$ cat config.mk
export PLATFORM = sky130hd
export DESIGN_NAME = dual_pedal_sensor_plausibility_unit
export DESIGN_NICKNAME = d
export VERILOG_FILES = /design/src/rtl/core/dpsp_pkg.sv /design/src/rtl/core/dpsp_norm.sv /design/src/rtl/core/dpsp_check.sv /design/src/rtl/core/dual_pedal_sensor_plausibility_unit.sv
export SDC_FILE = /design/constraint.sdc
export NUM_CORES = 1
export LEC_CHECK = 0
export ABC_CLOCK_PERIOD_IN_PS = 13800
export BUFFER_PORTS_ARGS = -buffer_cell sky130_fd_sc_hd__buf_4
export CAP_MARGIN = 20
export CORE_ASPECT_RATIO = 1.1
export CORE_MARGIN = 2
export CORE_UTILIZATION = 30
export CTS_CLUSTER_SIZE = 40
export DETAILED_ROUTE_END_ITERATION = 10
export PLACE_DENSITY_LB_ADDON = 0.1
export RECOVER_POWER = 25
export SLEW_MARGIN = 20
export SYNTH_ARGS = -nofsm -noshare
export SYNTH_HDL_FRONTEND = slang
export SYNTH_SLANG_ARGS = --single-unit
$ cat constraint.sdc
create_clock -name i_clk -period 13.8 [get_ports i_clk]
set_input_delay 0.69 -clock i_clk [delete_from_list [all_inputs] [get_ports i_clk]]
set_output_delay 0.69 -clock i_clk [all_outputs]
set_load 0.01 [all_outputs]
$ cat src/rtl/core/dpsp_pkg.sv
`timescale 1ns / 1ps
// Shared types, widths and register codes for the dual pedal sensor plausibility unit.
// Used by every module in rtl/core.

package dpsp_pkg;

    localparam int ADC_BITS   = 12;
    localparam int FRAC_BITS  = 15;
    localparam int POS_W      = FRAC_BITS + 1;
    localparam int OUT_W      = 16;
    localparam int TOL_W      = 16;
    localparam int TIME_W     = 32;
    localparam int CFG_IDX_W  = 3;
    localparam int CFG_DATA_W = 16;
    localparam int CNT_W      = $clog2(FRAC_BITS + 1);

    localparam logic [CFG_IDX_W-1:0] CFG_A_MIN     = 3'd0;
    localparam logic [CFG_IDX_W-1:0] CFG_A_MAX     = 3'd1;
    localparam logic [CFG_IDX_W-1:0] CFG_B_MIN     = 3'd2;
    localparam logic [CFG_IDX_W-1:0] CFG_B_MAX     = 3'd3;
    localparam logic [CFG_IDX_W-1:0] CFG_TOLERANCE = 3'd4;
    localparam logic [CFG_IDX_W-1:0] CFG_THRESHOLD = 3'd5;
    localparam logic [CFG_IDX_W-1:0] CFG_DELAY     = 3'd6;

    localparam logic [ADC_BITS-1:0] RAW_MIN_RST = '0;
    localparam logic [ADC_BITS-1:0] RAW_MAX_RST = {ADC_BITS{1'b1}};
    localparam logic [TOL_W-1:0]    TOL_RST     = 16'd3277;
    localparam logic [TOL_W-1:0]    THR_RST     = 16'd1638;
    localparam logic [TOL_W-1:0]    DELAY_RST   = 16'd100;

    localparam logic [POS_W-1:0] FULL_SCALE = {1'b1, {FRAC_BITS{1'b0}}};

    typedef struct packed {
        logic [ADC_BITS-1:0] sample_a;
        logic [ADC_BITS-1:0] sample_b;
        logic                adc_ok;
        logic [TIME_W-1:0]   now_ms;
    } t_in_req;

    typedef struct packed {
        logic [OUT_W-1:0] position;
        logic [OUT_W-1:0] position_a;
        logic [OUT_W-1:0] position_b;
        logic             mismatch;
        logic             fault;
    } t_out_req;

    typedef struct packed {
        logic busy;
        logic zero;
        logic full;
    } t_norm_sta;

    typedef struct packed {
        logic [TOL_W-1:0] tolerance;
        logic [TOL_W-1:0] threshold;
        logic [TOL_W-1:0] delay_ms;
    } t_chk_cfg;

    // Keep the low output bits of a position, zero-extending narrow ones.
    function automatic logic [OUT_W-1:0] fit_out(input logic [POS_W-1:0] v);
        logic [31:0] ext;
        ext = 32'(v);
        return ext[OUT_W-1:0];
    endfunction

endpackage

$ cat src/rtl/core/dpsp_norm.sv
`timescale 1ns / 1ps
// Bit-serial normalizer: restoring division of (raw - lo) << FRAC_BITS by (hi - lo).
// One quotient bit per cycle; depends on dpsp_pkg.

module dpsp_norm (
    input  logic                          i_clk,
    input  logic                          i_rst_n,
    input  logic                          i_start,
    input  logic [dpsp_pkg::ADC_BITS-1:0] i_raw,
    input  logic [dpsp_pkg::ADC_BITS-1:0] i_lo,
    input  logic [dpsp_pkg::ADC_BITS-1:0] i_hi,
    output dpsp_pkg::t_norm_sta           o_sta,
    output logic [dpsp_pkg::POS_W-1:0]    o_pos
);
    import dpsp_pkg::*;

    logic                 r_busy, n_busy;
    logic [CNT_W-1:0]     r_cnt, n_cnt;
    logic [ADC_BITS-1:0]  r_rem, n_rem;
    logic [ADC_BITS-1:0]  r_span, n_span;
    logic [FRAC_BITS-1:0] r_quo, n_quo;
    logic                 r_zero, n_zero;
    logic                 r_full, n_full;

    logic [ADC_BITS:0] w_rem2;
    logic [ADC_BITS:0] w_sub;
    logic              w_ge;
    logic              w_zero;
    logic              w_full;

    assign w_rem2 = {r_rem, 1'b0};
    assign w_ge   = w_rem2 >= {1'b0, r_span};
    assign w_sub  = w_rem2 - {1'b0, r_span};
    assign w_zero = (i_hi <= i_lo) || (i_raw <= i_lo);
    assign w_full = !w_zero && (i_raw >= i_hi);

    always_comb begin
        n_busy = r_busy;
        n_cnt  = r_cnt;
        n_rem  = r_rem;
        n_span = r_span;
        n_quo  = r_quo;
        n_zero = r_zero;
        n_full = r_full;
        if (i_start) begin
            n_busy = 1'b1;
            n_cnt  = CNT_W'(FRAC_BITS);
            // special cases still run the full sweep; the output mux overrides
            n_rem  = (w_zero || w_full) ? '0 : i_raw - i_lo;
            n_span = i_hi - i_lo;
            n_quo  = '0;
            n_zero = w_zero;
            n_full = w_full;
        end else if (r_busy) begin
            n_rem = w_ge ? w_sub[ADC_BITS-1:0] : w_rem2[ADC_BITS-1:0];
            n_quo = {r_quo[FRAC_BITS-2:0], w_ge};
            n_cnt = r_cnt - 1'b1;
            if (r_cnt == CNT_W'(1)) begin
                n_busy = 1'b0;
            end
        end
    end

    always_ff @(posedge i_clk) begin
        if (!i_rst_n) begin
            r_busy <= 1'b0;
            r_cnt  <= '0;
        end else begin
            r_busy <= n_busy;
            r_cnt  <= n_cnt;
        end
    end

    always_ff @(posedge i_clk) begin
        r_rem  <= n_rem;
        r_span <= n_span;
        r_quo  <= n_quo;
        r_zero <= n_zero;
        r_full <= n_full;
    end

    assign o_sta.busy = r_busy;
    assign o_sta.zero = r_zero;
    assign o_sta.full = r_full;

    always_comb begin
        if (r_zero) begin
            o_pos = '0;
        end else if (r_full) begin
            o_pos = FULL_SCALE;
        end else begin
            o_pos = {1'b0, r_quo};
        end
    end

endmodule

$ cat src/rtl/core/dpsp_check.sv
`timescale 1ns / 1ps
// Agreement check, mismatch persistence timer and result assembly.
// Depends on dpsp_pkg.

module dpsp_check (
    input  logic                        i_clk,
    input  logic                        i_rst_n,
    input  logic                        i_commit,
    input  logic [dpsp_pkg::POS_W-1:0]  i_pos_a,
    input  logic [dpsp_pkg::POS_W-1:0]  i_pos_b,
    input  logic [dpsp_pkg::TIME_W-1:0] i_now_ms,
    input  dpsp_pkg::t_chk_cfg          i_cfg,
    output dpsp_pkg::t_out_req          o_res
);
    import dpsp_pkg::*;

    logic              r_pending, n_pending;
    logic [TIME_W-1:0] r_start, n_start;

    logic [POS_W-1:0]  w_diff;
    logic [POS_W:0]    w_sum;
    logic [POS_W-1:0]  w_avg;
    logic [TIME_W-1:0] w_elapsed;
    logic              w_mis;
    logic              w_flt;

    assign w_diff    = (i_pos_a > i_pos_b) ? i_pos_a - i_pos_b : i_pos_b - i_pos_a;
    assign w_sum     = {1'b0, i_pos_a} + {1'b0, i_pos_b};
    assign w_avg     = w_sum[POS_W:1];
    assign w_elapsed = i_now_ms - r_start;

    assign w_mis = (32'(w_diff) > 32'(i_cfg.tolerance)) &&
                   ((32'(i_pos_a) > 32'(i_cfg.threshold)) ||
                    (32'(i_pos_b) > 32'(i_cfg.threshold)));
    // fault only on a continuing mismatch, never on the first one
    assign w_flt = w_mis && r_pending && (w_elapsed >= TIME_W'(i_cfg.delay_ms));

    always_comb begin
        n_pending = r_pending;
        n_start   = r_start;
        if (i_commit) begin
            n_pending = w_mis;
            if (w_mis && !r_pending) begin
                n_start = i_now_ms;
            end
        end
    end

    always_ff @(posedge i_clk) begin
        if (!i_rst_n) begin
            r_pending <= 1'b0;
            r_start   <= '0;
        end else begin
            r_pending <= n_pending;
            r_start   <= n_start;
        end
    end

    assign o_res.position   = fit_out(w_avg);
    assign o_res.position_a = fit_out(i_pos_a);
    assign o_res.position_b = fit_out(i_pos_b);
    assign o_res.mismatch   = w_mis;
    assign o_res.fault      = w_flt;

endmodule

$ cat src/rtl/core/dual_pedal_sensor_plausibility_unit.sv
`timescale 1ns / 1ps
// A request is accepted only in the idle state; both dividers then run in the divide state, and
// the result is committed from the done state into the output register before the next is taken.
// A new request is taken while the previous result still waits in the output register.
// Reset (synchronous, active low): registers to defaults, mismatch timer cleared, no result.
// Depends on dpsp_pkg, dpsp_norm and dpsp_check.

module dual_pedal_sensor_plausibility_unit (
    input  logic                            i_clk,
    input  logic                            i_rst_n,
    input  logic                            i_in_valid,
    output logic                            o_in_stall,
    input  dpsp_pkg::t_in_req               i_in_req,
    output logic                            o_out_valid,
    input  logic                            i_out_stall,
    output dpsp_pkg::t_out_req              o_out_req,
    input  logic                            i_cfg_we,
    input  logic [dpsp_pkg::CFG_IDX_W-1:0]  i_cfg_idx,
    input  logic [dpsp_pkg::CFG_DATA_W-1:0] i_cfg_data
);
    import dpsp_pkg::*;

    localparam logic [1:0] S_IDLE = 2'd0;
    localparam logic [1:0] S_DIV  = 2'd1;
    localparam logic [1:0] S_DONE = 2'd2;

    logic [1:0]          r_state, n_state;
    logic                r_out_valid, n_out_valid;
    t_out_req            r_out, n_out;
    logic [TIME_W-1:0]   r_now, n_now;

    logic [ADC_BITS-1:0] r_a_min, r_a_max, r_b_min, r_b_max;
    logic [TOL_W-1:0]    r_tol, r_thr, r_delay;

    logic                w_accept;
    logic                w_commit;
    logic [ADC_BITS-1:0] w_raw_a, w_raw_b;
    t_norm_sta           w_sta_a, w_sta_b;
    logic [POS_W-1:0]    w_pos_a, w_pos_b;
    t_chk_cfg            w_cfg;
    t_out_req            w_res;

    assign o_in_stall = (r_state != S_IDLE);
    assign w_accept   = i_in_valid && !o_in_stall;
    assign w_commit   = (r_state == S_DONE) && (!r_out_valid || !i_out_stall);

    assign w_raw_a = i_in_req.adc_ok ? i_in_req.sample_a : '0;
    assign w_raw_b = i_in_req.adc_ok ? i_in_req.sample_b : '0;

    assign w_cfg.tolerance = r_tol;
    assign w_cfg.threshold = r_thr;
    assign w_cfg.delay_ms  = r_delay;

    dpsp_norm u_norm_a (
        .i_clk   (i_clk),
        .i_rst_n (i_rst_n),
        .i_start (w_accept),
        .i_raw   (w_raw_a),
        .i_lo    (r_a_min),
        .i_hi    (r_a_max),
        .o_sta   (w_sta_a),
        .o_pos   (w_pos_a)
    );

    dpsp_norm u_norm_b (
        .i_clk   (i_clk),
        .i_rst_n (i_rst_n),
        .i_start (w_accept),
        .i_raw   (w_raw_b),
        .i_lo    (r_b_min),
        .i_hi    (r_b_max),
        .o_sta   (w_sta_b),
        .o_pos   (w_pos_b)
    );

    dpsp_check u_check (
        .i_clk    (i_clk),
        .i_rst_n  (i_rst_n),
        .i_commit (w_commit),
        .i_pos_a  (w_pos_a),
        .i_pos_b  (w_pos_b),
        .i_now_ms (r_now),
        .i_cfg    (w_cfg),
        .o_res    (w_res)
    );

    always_comb begin
        n_state     = r_state;
        n_out_valid = r_out_valid;
        n_out       = r_out;
        n_now       = r_now;
        if (o_out_valid && !i_out_stall) begin
            n_out_valid = 1'b0;
        end
        case (r_state)
            S_IDLE: begin
                if (w_accept) begin
                    n_now   = i_in_req.now_ms;
                    n_state = S_DIV;
                end
            end
            S_DIV: begin
                if (!w_sta_a.busy && !w_sta_b.busy) begin
                    n_state = S_DONE;
                end
            end
            S_DONE: begin
                // hold until the output register is free
                if (w_commit) begin
                    n_out       = w_res;
                    n_out_valid = 1'b1;
                    n_state     = S_IDLE;
                end
            end
            default: begin
                n_state = S_IDLE;
            end
        endcase
    end

    always_ff @(posedge i_clk) begin
        if (!i_rst_n) begin
            r_state     <= S_IDLE;
            r_out_valid <= 1'b0;
        end else begin
            r_state     <= n_state;
            r_out_valid <= n_out_valid;
        end
    end

    always_ff @(posedge i_clk) begin
        r_out <= n_out;
        r_now <= n_now;
    end

    always_ff @(posedge i_clk) begin
        if (!i_rst_n) begin
            r_a_min <= RAW_MIN_RST;
            r_a_max <= RAW_MAX_RST;
            r_b_min <= RAW_MIN_RST;
            r_b_max <= RAW_MAX_RST;
            r_tol   <= TOL_RST;
            r_thr   <= THR_RST;
            r_delay <= DELAY_RST;
        end else if (i_cfg_we) begin
            case (i_cfg_idx)
                CFG_A_MIN:     r_a_min <= i_cfg_data[ADC_BITS-1:0];
                CFG_A_MAX:     r_a_max <= i_cfg_data[ADC_BITS-1:0];
                CFG_B_MIN:     r_b_min <= i_cfg_data[ADC_BITS-1:0];
                CFG_B_MAX:     r_b_max <= i_cfg_data[ADC_BITS-1:0];
                CFG_TOLERANCE: r_tol   <= i_cfg_data[TOL_W-1:0];
                CFG_THRESHOLD: r_thr   <= i_cfg_data[TOL_W-1:0];
                CFG_DELAY:     r_delay <= i_cfg_data[TOL_W-1:0];
                default: begin
                    // drop writes to unused indexes
                end
            endcase
        end
    end

    assign o_out_valid = r_out_valid;
    assign o_out_req   = r_out;

`ifndef SYNTHESIS
    a_start_busy: assert property (@(posedge i_clk) disable iff (!i_rst_n)
        w_accept |=> (w_sta_a.busy && w_sta_b.busy))
        else $error("dividers did not start on request accept");

    a_busy_in_div: assert property (@(posedge i_clk) disable iff (!i_rst_n)
        (w_sta_a.busy || w_sta_b.busy) |-> (r_state == S_DIV))
        else $error("divider busy outside the divide state");

    a_fault_needs_mismatch: assert property (@(posedge i_clk) disable iff (!i_rst_n)
        (o_out_valid && o_out_req.fault) |-> o_out_req.mismatch)
        else $error("fault reported without mismatch");

    a_commit_loads: assert property (@(posedge i_clk) disable iff (!i_rst_n)
        w_commit |=> (o_out_valid && (r_state == S_IDLE)))
        else $error("committed result not presented");
`endif

endmodule

==> out/results.tsv, run 1 <==
metric	value	unit
cp_max_fo	32	
hold_depth	1	
finalCritPeriodShare	54.6	%
drv_slew	42	
r2r_slack	6.26	ns
via_count	15824	
wl_per_cell	17.7	µm
power.density	119	nW/µm²
clockBufferDepth	3	
htreeDepth	2	
hold_violations	0	
antenna_found_initial	3	
grt_max_degree	83	
final_common_cell	nand2_1	
synth_edf_count	134	
antenna_cells	0	
totalPowerFinal	2770	µW
layout-drive-gt1-share	9.30	%
grt_pass1_wl	90800	µm
crit_arrival	7.95	ns
synth.largest_area_cell	edfxtp_1	
period_minus_slack	7.54	ns
die_w	251	µm
p_seq_share	38.4	%
cts_buffers	38	
drt_first_pass_iters	7	
dp.cells	3186	
synth_top_area_share	20.0	%
ioPinCount	133	
netlist_instances	2260	
holdBufCountCts	0	
post_cts_buffers	0	
cp-end-kind	register	
power.share.combinational	25.3	%
irDropWorstVdd	0.0723	mV
yosysWarnings	0	
hp-start	i_in_req[4]	
yosysSeqAreaShare	37.1	%
syn_to_final_growth	15.3	%
core	66300	µm²
grt_pass1_vias	15851	
setup_viol	0	
required	14.21	ns
hold_path_end	r_now[4]	
synth_cell_type_count	77	
path_class	register to register	
synthTopCellsByArea	edfxtp_1 (20%), dfxtp_1 (17%), ha_1 (15%)	
hold_slack	0.304	ns
start_kind	register	
die_y	276	µm
finalSetupTns	0	ns
clock.fmax	133	MHz
synth_compound_gate_area_share	17.1	%
synth_seq_cells	306	
synth_top_family_by_area	compound AO/OA/AOI/OAI gates	
cts_tree	done	
syn_nets	2593	
status	finished with violations	
clk_pin_slew	0.06	ns
worst_pin_slew	2.22	ns
fin_worst_skew	0.0286	ns
fill_cells	6819	
avgSynthCellArea	8.90	µm²
p_sw_share	31.0	%
fin_nets	2701	
ant_nets	0	
cts_sinks	306	
rr_startpoint	u_norm_b.r_full	
io_buffers	132	
layout_common_cells	nand2_1 (258), inv_1 (255), ha_1 (242)	
synth-xor-area-share	3.79	%
synth-simple-area-share	14.9	%
p_switching	858	µW
intPower	1910	µW
rsz0062_at_grt	no	
drt-vias-per-instance	4.86	
hp-class	input pin to register	
max_cap_viol_count	1	
yosys.area_share.adder	16.1	%
power.leakage	0.0101	µW
clock_latency	0.58	ns
stdcell_count	3256	
syn-cell-area	20100	µm²
rr_endpoint	u_check.r_start[0]	
synthMuxAreaShare	4.76	%
p_clk_share	36.3	%
row_count	99	
totalWireLength	57800	µm
hpwl	43800	µm
grt_usage	16.7	%
post_cts_resized	0	
grt-ovfl-total	0	
die_area	69100	µm²
start_util	30.3	%
synth_ff_type	dfxtp_1	
drc_errors	0	
root_buffer	clkbuf_16	
drt_iter0_markers	819	
async_flop_share	0	%
rr_worst_depth	25	
violations	max-capacitance violations, max-slew violations	
max-slew-margin-rel	-48.3	%
place.gp.congestion	0.848	
## critical path, stage by stage, from the launching register on
cell and delay [ns]:
edfxtp_1 0.38, nor2_1 0.92, nand2_1 0.26, inv_1 0.17, ha_1 0.18, inv_1 0.05, fa_1 0.39, a21o_1 0.17
a21oi_1 0.24, o21ai_1 0.13, or4b_1 0.20, nand3_1 0.07, nand2_1 0.74, mux2_2 0.41, a31oi_1 0.18, xnor2_1 0.13
ha_1 0.33, a21o_1 0.11, a21o_1 0.10, a21oi_1 0.05, o21ai_0 0.14, a21oi_1 0.05, a221oi_1 0.59, and3b_2 0.99
mux2i_1 0.27, nor2_1 0.05
## worst max path at each step
stage,start,to
4_1_cts,u_norm_b.r_full,u_check.r_start[3]
3_5_place_dp,u_norm_b.r_full,u_check.r_start[10]
6_report,u_norm_b.r_full,u_check.r_start[0]
5_1_grt,u_norm_b.r_full,u_check.r_start[0]
3_3_place_gp,u_norm_b.r_full,u_check.r_start[16]
2_1_floorplan,u_norm_b.r_full,u_check.r_start[10]
## cells in the mapped netlist, drive strengths merged, types with 25 or more instances
cell	instances
a21oi	177
mux2i	90
o21ai	83
nor2	169
nor2b	36
o21a	25
dfxtp	172
ha	242
xnor2	64
and2	27
nand2	260
clkbuf	55
inv	258
nor3	34
edfxtp	134
nand4	32
a21o	60
o211ai	46
## metrics by stage
stage	util [%]	setup slack [ns]	area, µm²
after floorplan	-	8.14	20100
after global placement	33.2	6.32	22000
after detailed placement	33.2	6.60	22000
after CTS	35.1	6.56	23200
after global routing	35.0	5.49	23200
final	35.0	6.26	23200
## registers in the layout (all words and copies together) (netlist names), 2 cells and up
signal / cells
o_out_req: 50
r_now: 32
u_check.r_start: 32
r_delay: 16
r_thr: 16
r_tol: 16
u_norm_a.r_quo: 15
u_norm_b.r_quo: 15
r_a_max: 12
r_a_min: 12
r_b_max: 12
r_b_min: 12
u_norm_a.r_rem: 12
u_norm_a.r_span: 12
u_norm_b.r_rem: 12
u_norm_b.r_span: 12
u_norm_a.r_cnt: 4
u_norm_b.r_cnt: 4
r_state: 2
## power by group through the flow
stage / registers [µW] / clock network, µW / logic (µW)
after floorplan: 1070 / 0 / 518
after global placement: 1080 / 0 / 698
after detailed placement: 1080 / 0 / 704
after CTS: 1060 / 1050 / 709
after global routing: 1070 / 1080 / 789
final: 1060 / 1000 / 701
## cell type report
type | count | area, µm² | share of cell area, %
flip-flops and latches | 306 | 7470 | 32.2
multi-input cells | 1620 | 11400 | 49.1
repair buffers | 144 | 1050 | 4.53
clock inverters | 15 | 126 | 0.545
clock buffers | 55 | 1120 | 4.83
well taps | 858 | 1070 | 4.63
inverters | 258 | 972 | 4.19
## logic make-up (layout without fill, tap and decap cells)
logic type / count (synthesis) / after routing
flip-flops: 306 / 306
buffers and inverters: 334 / 472
AND/OR/NAND/NOR: 651 / 651
AO/OA/AOI/OAI: 535 / 535
adder cells (fa/ha/maj): 252 / 252
multiplexers: 95 / 95
XOR/XNOR: 87 / 87
## routing by layer
| layer | up-vias | GRT usage [%] | share of wire [%] |
|---|---|---|---|
| met1 | 7363 | 22.2 | 48 |
| met4 | 6 | 5.17 | 2.8 |
| met5 | - | 0 | 0.048 |
| met3 | 82 | 2.85 | 3.8 |
| met2 | 242 | 27.7 | 45 |
| li1 | 8131 | - | - |
Power figures use the tool's default switching activity.
==> run 2, diff against run 1 <==
- ABC_CLOCK_PERIOD_IN_PS: 13800 -> 6100
- clock period: 13.8 -> 6.1 ns (I/O delays scaled with it)
==> out/results.tsv, run 2 (synthesis results as in run 1) <==
metric	value	unit	change
status	finished with violations		
violations	max-capacitance violations, max-slew violations		
slowest_stage	a2111o_1		
power.density	269	nW/µm²	+130%
crit_arrival	6.00	ns	-1.95 ns
grt_usage	16.6	%	-0.12 points
multi_input_area	11400	µm²	+0.24%
hold_violations	0		unchanged
max_cap_viol_count	1		unchanged
start_util	30.3	%	unchanged
largest_reg_flops	50		unchanged
place.gp.congestion	0.872		+2.9%
root_buffer	clkbuf_16		
cp_common_cell	nor2_1		
max-slew-margin-rel	-51.3	%	-3.1 points
cts_sinks	306		unchanged
wl_per_cell	17.5	µm	-1.4%
ant_nets	0		unchanged
fill_cells	6730		-1.3%
grt_max_degree	84		+1.2%
drt_first_pass_iters	5		-2
stdcell_count	3301		+1.4%
layout-drive-gt1-share	9.41	%	+0.12 points
cts_tree	done		
via_count	16142		+2.0%
setup_viol	0		unchanged
cp-end-kind	register		
clock.fmax	179	MHz	+35%
die_area	69100	µm²	unchanged
p_sw_share	30.3	%	-0.68 points
hpwl	44000	µm	+0.36%
rsz0062_at_grt	no		
power.share.combinational	25.3	%	about the same
cp_max_fo	32		unchanged
grt_pass1_vias	16095		+1.5%
die_w	251	µm	unchanged
post_cts_buffers	0		unchanged
required	6.50	ns	-7.71 ns
finalCritPeriodShare	91.7	%	+37 points
io_buffers	132		unchanged
hold_depth	3		+2
rr_startpoint	u_norm_a.r_full		
die_y	276	µm	unchanged
hold_path_end	r_a_min[0]		
irDropWorstVdd	0.150	mV	+110%
hp-class	input pin to register		
row_count	99		unchanged
regArea	7470	µm²	unchanged
hp-start	i_cfg_data[0]		
cts_buffers	39		+2.6%
power.leakage	0.0103	µW	+2.1%
intPower	4450	µW	+130%
p_clk_share	37.0	%	+0.7 points
totalWireLength	57800	µm	about the same
path_class	register to register		
path_cells	nor2_1 -> buf_4 -> nand2_1 -> inv_1 -> ha_1 -> nor2b_1 -> o21ai_1 -> a21oi_1 -> o31a_1 -> o41ai_2 -> o21ai_1 -> a2111o_1 -> a31o_1 -> mux2i_1 -> xnor2_1 -> ha_1 -> nand4_1 -> nor2_1 -> a21oi_1 -> a221oi_4 -> and3b_2 -> buf_12 -> mux2i_1 -> nor2_1		
fin_worst_skew	0.0152	ns	-0.0134 ns
drt-vias-per-instance	4.89		+0.62%
p_seq_share	37.7	%	-0.7 points
period_minus_slack	5.59	ns	-1.95 ns
core	66300	µm²	unchanged
clockBufferDepth	3		unchanged
r2r_slack	0.51	ns	-5.75 ns
p_switching	1930	µW	+130%
crit_path_max_incr_delay	0.43	ns	-0.56 ns
antenna_found_initial	3		unchanged
grt_pass1_wl	90200	µm	-0.64%
drc_errors	0		unchanged
antenna_cells	0		unchanged
clk_pin_slew	0.06	ns	about the same
htreeDepth	2		unchanged
final_common_cell	nand2_1		
drv_slew	42		unchanged
drt_iter0_markers	758		-7.4%
worst_pin_slew	2.27	ns	+0.0459 ns
dp.cells	3196		+0.31%
start_kind	register		
ioPinCount	133		unchanged
grt-ovfl-total	0		unchanged
clock_latency	0.56	ns	-0.02 ns
rr_worst_depth	24		-4.0%
layout_common_cells	nand2_1 (258), inv_1 (255), ha_1 (242)		
finalSetupTns	0	ns	unchanged
fin_nets	2748		+1.7%
syn_to_final_growth	17.9	%	
rr_endpoint	u_check.r_start[0]		
## run 2: changes by cell type in the layout (fill, tap and decap cells not counted), sizes merged
cell         previous run  this run
buf                   104       110
inv                   261       262
clkbuf                 95        99
dlygate4sd3             0        36
bufinv                  1         3
clkinv                 10         6
## run 2: metal layers
metal / global-route usage (%) / share of wire (%)
met4: 5.66 / 3.2
met1: 21.9 / 48
met3: 2.72 / 3.6
met5: 0 / 0.045
met2: 27.4 / 45
## run 2: through the flow
stage	instance area (µm²)	total power, µW	setup WS, ns	hold slack (ns)	util (%)
floorplan	20100	3600	0.439	0.404	-
global placement	22100	4030	0.271	0.442	33.3
detailed placement	22100	4050	0.0571	0.449	33.3
CTS	23700	6490	0.0518	0.0478	35.8
global route	23700	6770	0.0219	0.0683	35.8
finish	23700	6390	0.505	0.0863	35.8
## run 2: worst max path at each step
stage | from | end | slack (ns) | cells after the start
floorplan | u_norm_b.r_full | u_check.r_start[10] | 0.44 | 29
global placement | u_norm_a.r_full | u_check.r_start[15] | 0.27 | 24
detailed placement | u_norm_b.r_full | u_check.r_start[0] | 0.06 | 22
CTS | u_norm_b.r_full | u_check.r_start[0] | 0.05 | 22
global route | u_norm_b.r_full | u_check.r_start[0] | 0.02 | 26
finish | u_norm_a.r_full | u_check.r_start[0] | 0.51 | 24
## run 2: layout make-up
cell class | instances | area share, %
inverters | 258 | 4.10
flip-flops and latches | 306 | 31.5
well taps | 858 | 4.53
repair buffers | 190 | 6.26
clock inverters | 14 | 0.655
clock buffers | 55 | 4.81
multi-input cells | 1620 | 48.1
## run 2: critical path, delay by kind of cell, from the launching register on
family                   cells  cell delay (ns)
XOR/XNOR                     1             0.08
AO/OA/AOI/OAI                9             2.09
adder cells (fa/ha/maj)      2             0.61
multiplexers                 2             0.40
AND/OR/NAND/NOR              7             1.15
flip-flops                   1             0.38
buffers and inverters        3             0.68
## run 2: power groups by stage
stage | clock, µW | combinational, µW | sequential, µW
finish | 2360 | 1620 | 2410
global route | 2520 | 1820 | 2430
CTS | 2450 | 1630 | 2410
detailed placement | 0 | 1600 | 2450
global placement | 0 | 1580 | 2450
floorplan | 0 | 1170 | 2430
## run 2: timing repair
item	in CTS	in global routing
setup endpoints to repair	0	32
gates resized for setup	0	4
hold buffers	36	0
hold endpoints to repair	42	0
==> run 3, diff against run 2 <==
- ABC_CLOCK_PERIOD_IN_PS: 6100 -> 5560
- PLACE_DENSITY: not set -> 0.53
- PLACE_DENSITY_LB_ADDON: 0.1 -> not set
- clock period: 6.1 -> 5.56 ns (I/O delays scaled with it)
==> out/results.tsv, run 3 (synthesis results as in run 1) <==
metric	value	unit	change
hold_violations	0		unchanged
row_count	99		unchanged
routed.top_layer	met5		
syn_to_final_growth	19.6	%	
power.share.combinational	26.3	%	+1.0 points
cts_buffers	36		-7.7%
place.gp.congestion	0.913		+4.7%
irDropWorstVdd	0.175	mV	+17%
worst_pin_slew	1.28	ns	-0.986 ns
rr_startpoint	u_norm_a.r_zero		
antenna_found_initial	5		+2
ioPinCount	133		unchanged
drt_first_pass_iters	5		unchanged
clk_pin_slew	0.06	ns	about the same
io_buffers	132		unchanged
p_sw_share	30.4	%	+0.16 points
required	5.96	ns	-0.54 ns
die_y	276	µm	unchanged
wl_per_cell	17.1	µm	-2.0%
crit_arrival	5.69	ns	-0.31 ns
ant_nets	0		unchanged
critical_path.startpoint	u_norm_a.r_zero		
clockBufferDepth	3		unchanged
grt-ovfl-total	0		unchanged
cts_sinks	306		unchanged
drv_slew	0		-100%
p_clk_share	35.4	%	-1.6 points
grt_max_degree	88		+4.8%
cp-end-kind	register		
finalSetupTns	0	ns	unchanged
cp_max_fo	11		-66%
power.leakage	0.0105	µW	+1.7%
clock_latency	0.57	ns	about the same
fill_cells	6737		+0.10%
hp-class	input pin to register		
slowest_stage	and3b_4		
final_common_cell	nand2_1		
pre_cts_slack	-0.0699	ns	-0.127 ns
start_kind	register		
totalPowerFinal	6910	µW	+8.1%
status	completed		
drc_errors	0		unchanged
layout_setup_ws	0.274	ns	-0.232 ns
finalCritPeriodShare	95.1	%	+3.4 points
largest_reg_flops	50		unchanged
totalWireLength	57100	µm	-1.2%
grt_usage	16.3	%	-0.31 points
power.density	287	nW/µm²	+6.6%
antenna_cells	0		unchanged
intPower	4800	µW	+7.9%
fin_worst_skew	0.0447	ns	+0.0295 ns
path_cells	nor2_4 -> buf_8 -> nand2_1 -> inv_1 -> ha_1 -> buf_4 -> o21ai_2 -> a21oi_1 -> o31a_1 -> o41ai_4 -> o21ai_2 -> a2111o_1 -> a31o_1 -> mux2i_1 -> xnor2_1 -> ha_1 -> nand4_1 -> o21ai_1 -> a21oi_1 -> a221oi_2 -> and3b_4 -> clkbuf_16 -> mux2i_1 -> nor2_1		
fin_nets	2776		+1.0%
start_util	30.3	%	unchanged
wl_met2	26400	µm	+1.3%
setup_viol	0		unchanged
grt_pass1_vias	16513		+2.6%
grt_pass1_wl	89400	µm	-0.84%
multi_input_area	11500	µm²	+0.54%
layout-drive-gt1-share	11.3	%	+1.9 points
root_buffer	clkbuf_16		
hpwl	43700	µm	-0.72%
htreeDepth	2		unchanged
hp-start	i_cfg_data[0]		
die_w	251	µm	unchanged
max-slew-margin-rel	14.1	%	+65 points
period_minus_slack	5.29	ns	-0.308 ns
clock.fmax	189	MHz	+5.8%
met3_length	2450	µm	+17%
drt_iter0_markers	750		-1.1%
max_cap_viol_count	0		-1
crit_path_max_incr_delay	0.43	ns	about the same
drt-vias-per-instance	4.90		+0.17%
core	66300	µm²	unchanged
p_seq_share	38.2	%	+0.5 points
cts_tree	done		
layout_common_cells	nand2_1 (255), inv_1 (254), ha_1 (241)		
via_count	16307		+1.0%
p_switching	2100	µW	+8.7%
path_class	register to register		
die_area	69100	µm²	unchanged
regArea	7470	µm²	unchanged
drt-met1-wl	25800	µm	-6.8%
==> run 3: per-layer routing <==
metal	vias up	GRT usage (%)
met5	-	0
met2	351	27.8
li1	8273	-
met1	7553	20.2
met3	120	2.98
met4	10	6.62
==> run 3: final timing paths <==
check                         to  slack [ns]  cells after the start
max          u_check.r_start[12]        0.27                     24
min                   r_delay[0]        0.03                      3
max reg2reg  u_check.r_start[12]        0.27                     24
min reg2reg             r_tol[1]        0.45                      2
==> run 3: timing repair <==
action,in CTS,in global routing
hold buffers,38,0
resized for setup,1,23
setup endpoints to repair,32,33
pin swaps,0,4
endpoints found under the hold margin,46,0
buffers inserted,0,7
gates cloned,0,4
==> run 3: critical path: cells and delay by family, from the launching register on <==
family | cells | cell delay, ns
AOI/OAI and AO/OA | 10 | 2.21
and+or+nand+nor | 5 | 0.88
buffers and inverters | 4 | 0.64
adders and majority gates | 2 | 0.54
DFF | 1 | 0.42
muxes | 2 | 0.34
xor gates and xnor gates | 1 | 0.10
==> run 3: layout make-up <==
class	instances	area share, %
multi-input combinational	1620	47.7
sequential	306	31.1
timing repair buffer	221	7.69
tap	858	4.47
clock buffer	44	4.09
inverter	258	4.04
clock inverter	22	0.937
==> run 3: power by group through the flow <==
stage	logic [µW]	clock network (µW)	registers (µW)
final	1820	2450	2640
after global routing	2020	2610	2660
after CTS	1780	2520	2640
after detailed placement	1740	0	2690
after global placement	1710	0	2680
after floorplan	1290	0	2670
==> run 3: through the flow <==
step | hold WS (ns) | cell area (µm²) | utilization [%] | instances
finish | 0.0292 | 24000 | 36.3 | 3329
global route | 0.0190 | 24000 | 36.3 | 3329
CTS | 0.00299 | 23800 | 35.9 | 3318
detailed placement | 0.449 | 22200 | 33.5 | 3214
global placement | 0.443 | 22200 | 33.5 | 3214
floorplan | 0.377 | 20100 | - | 2260
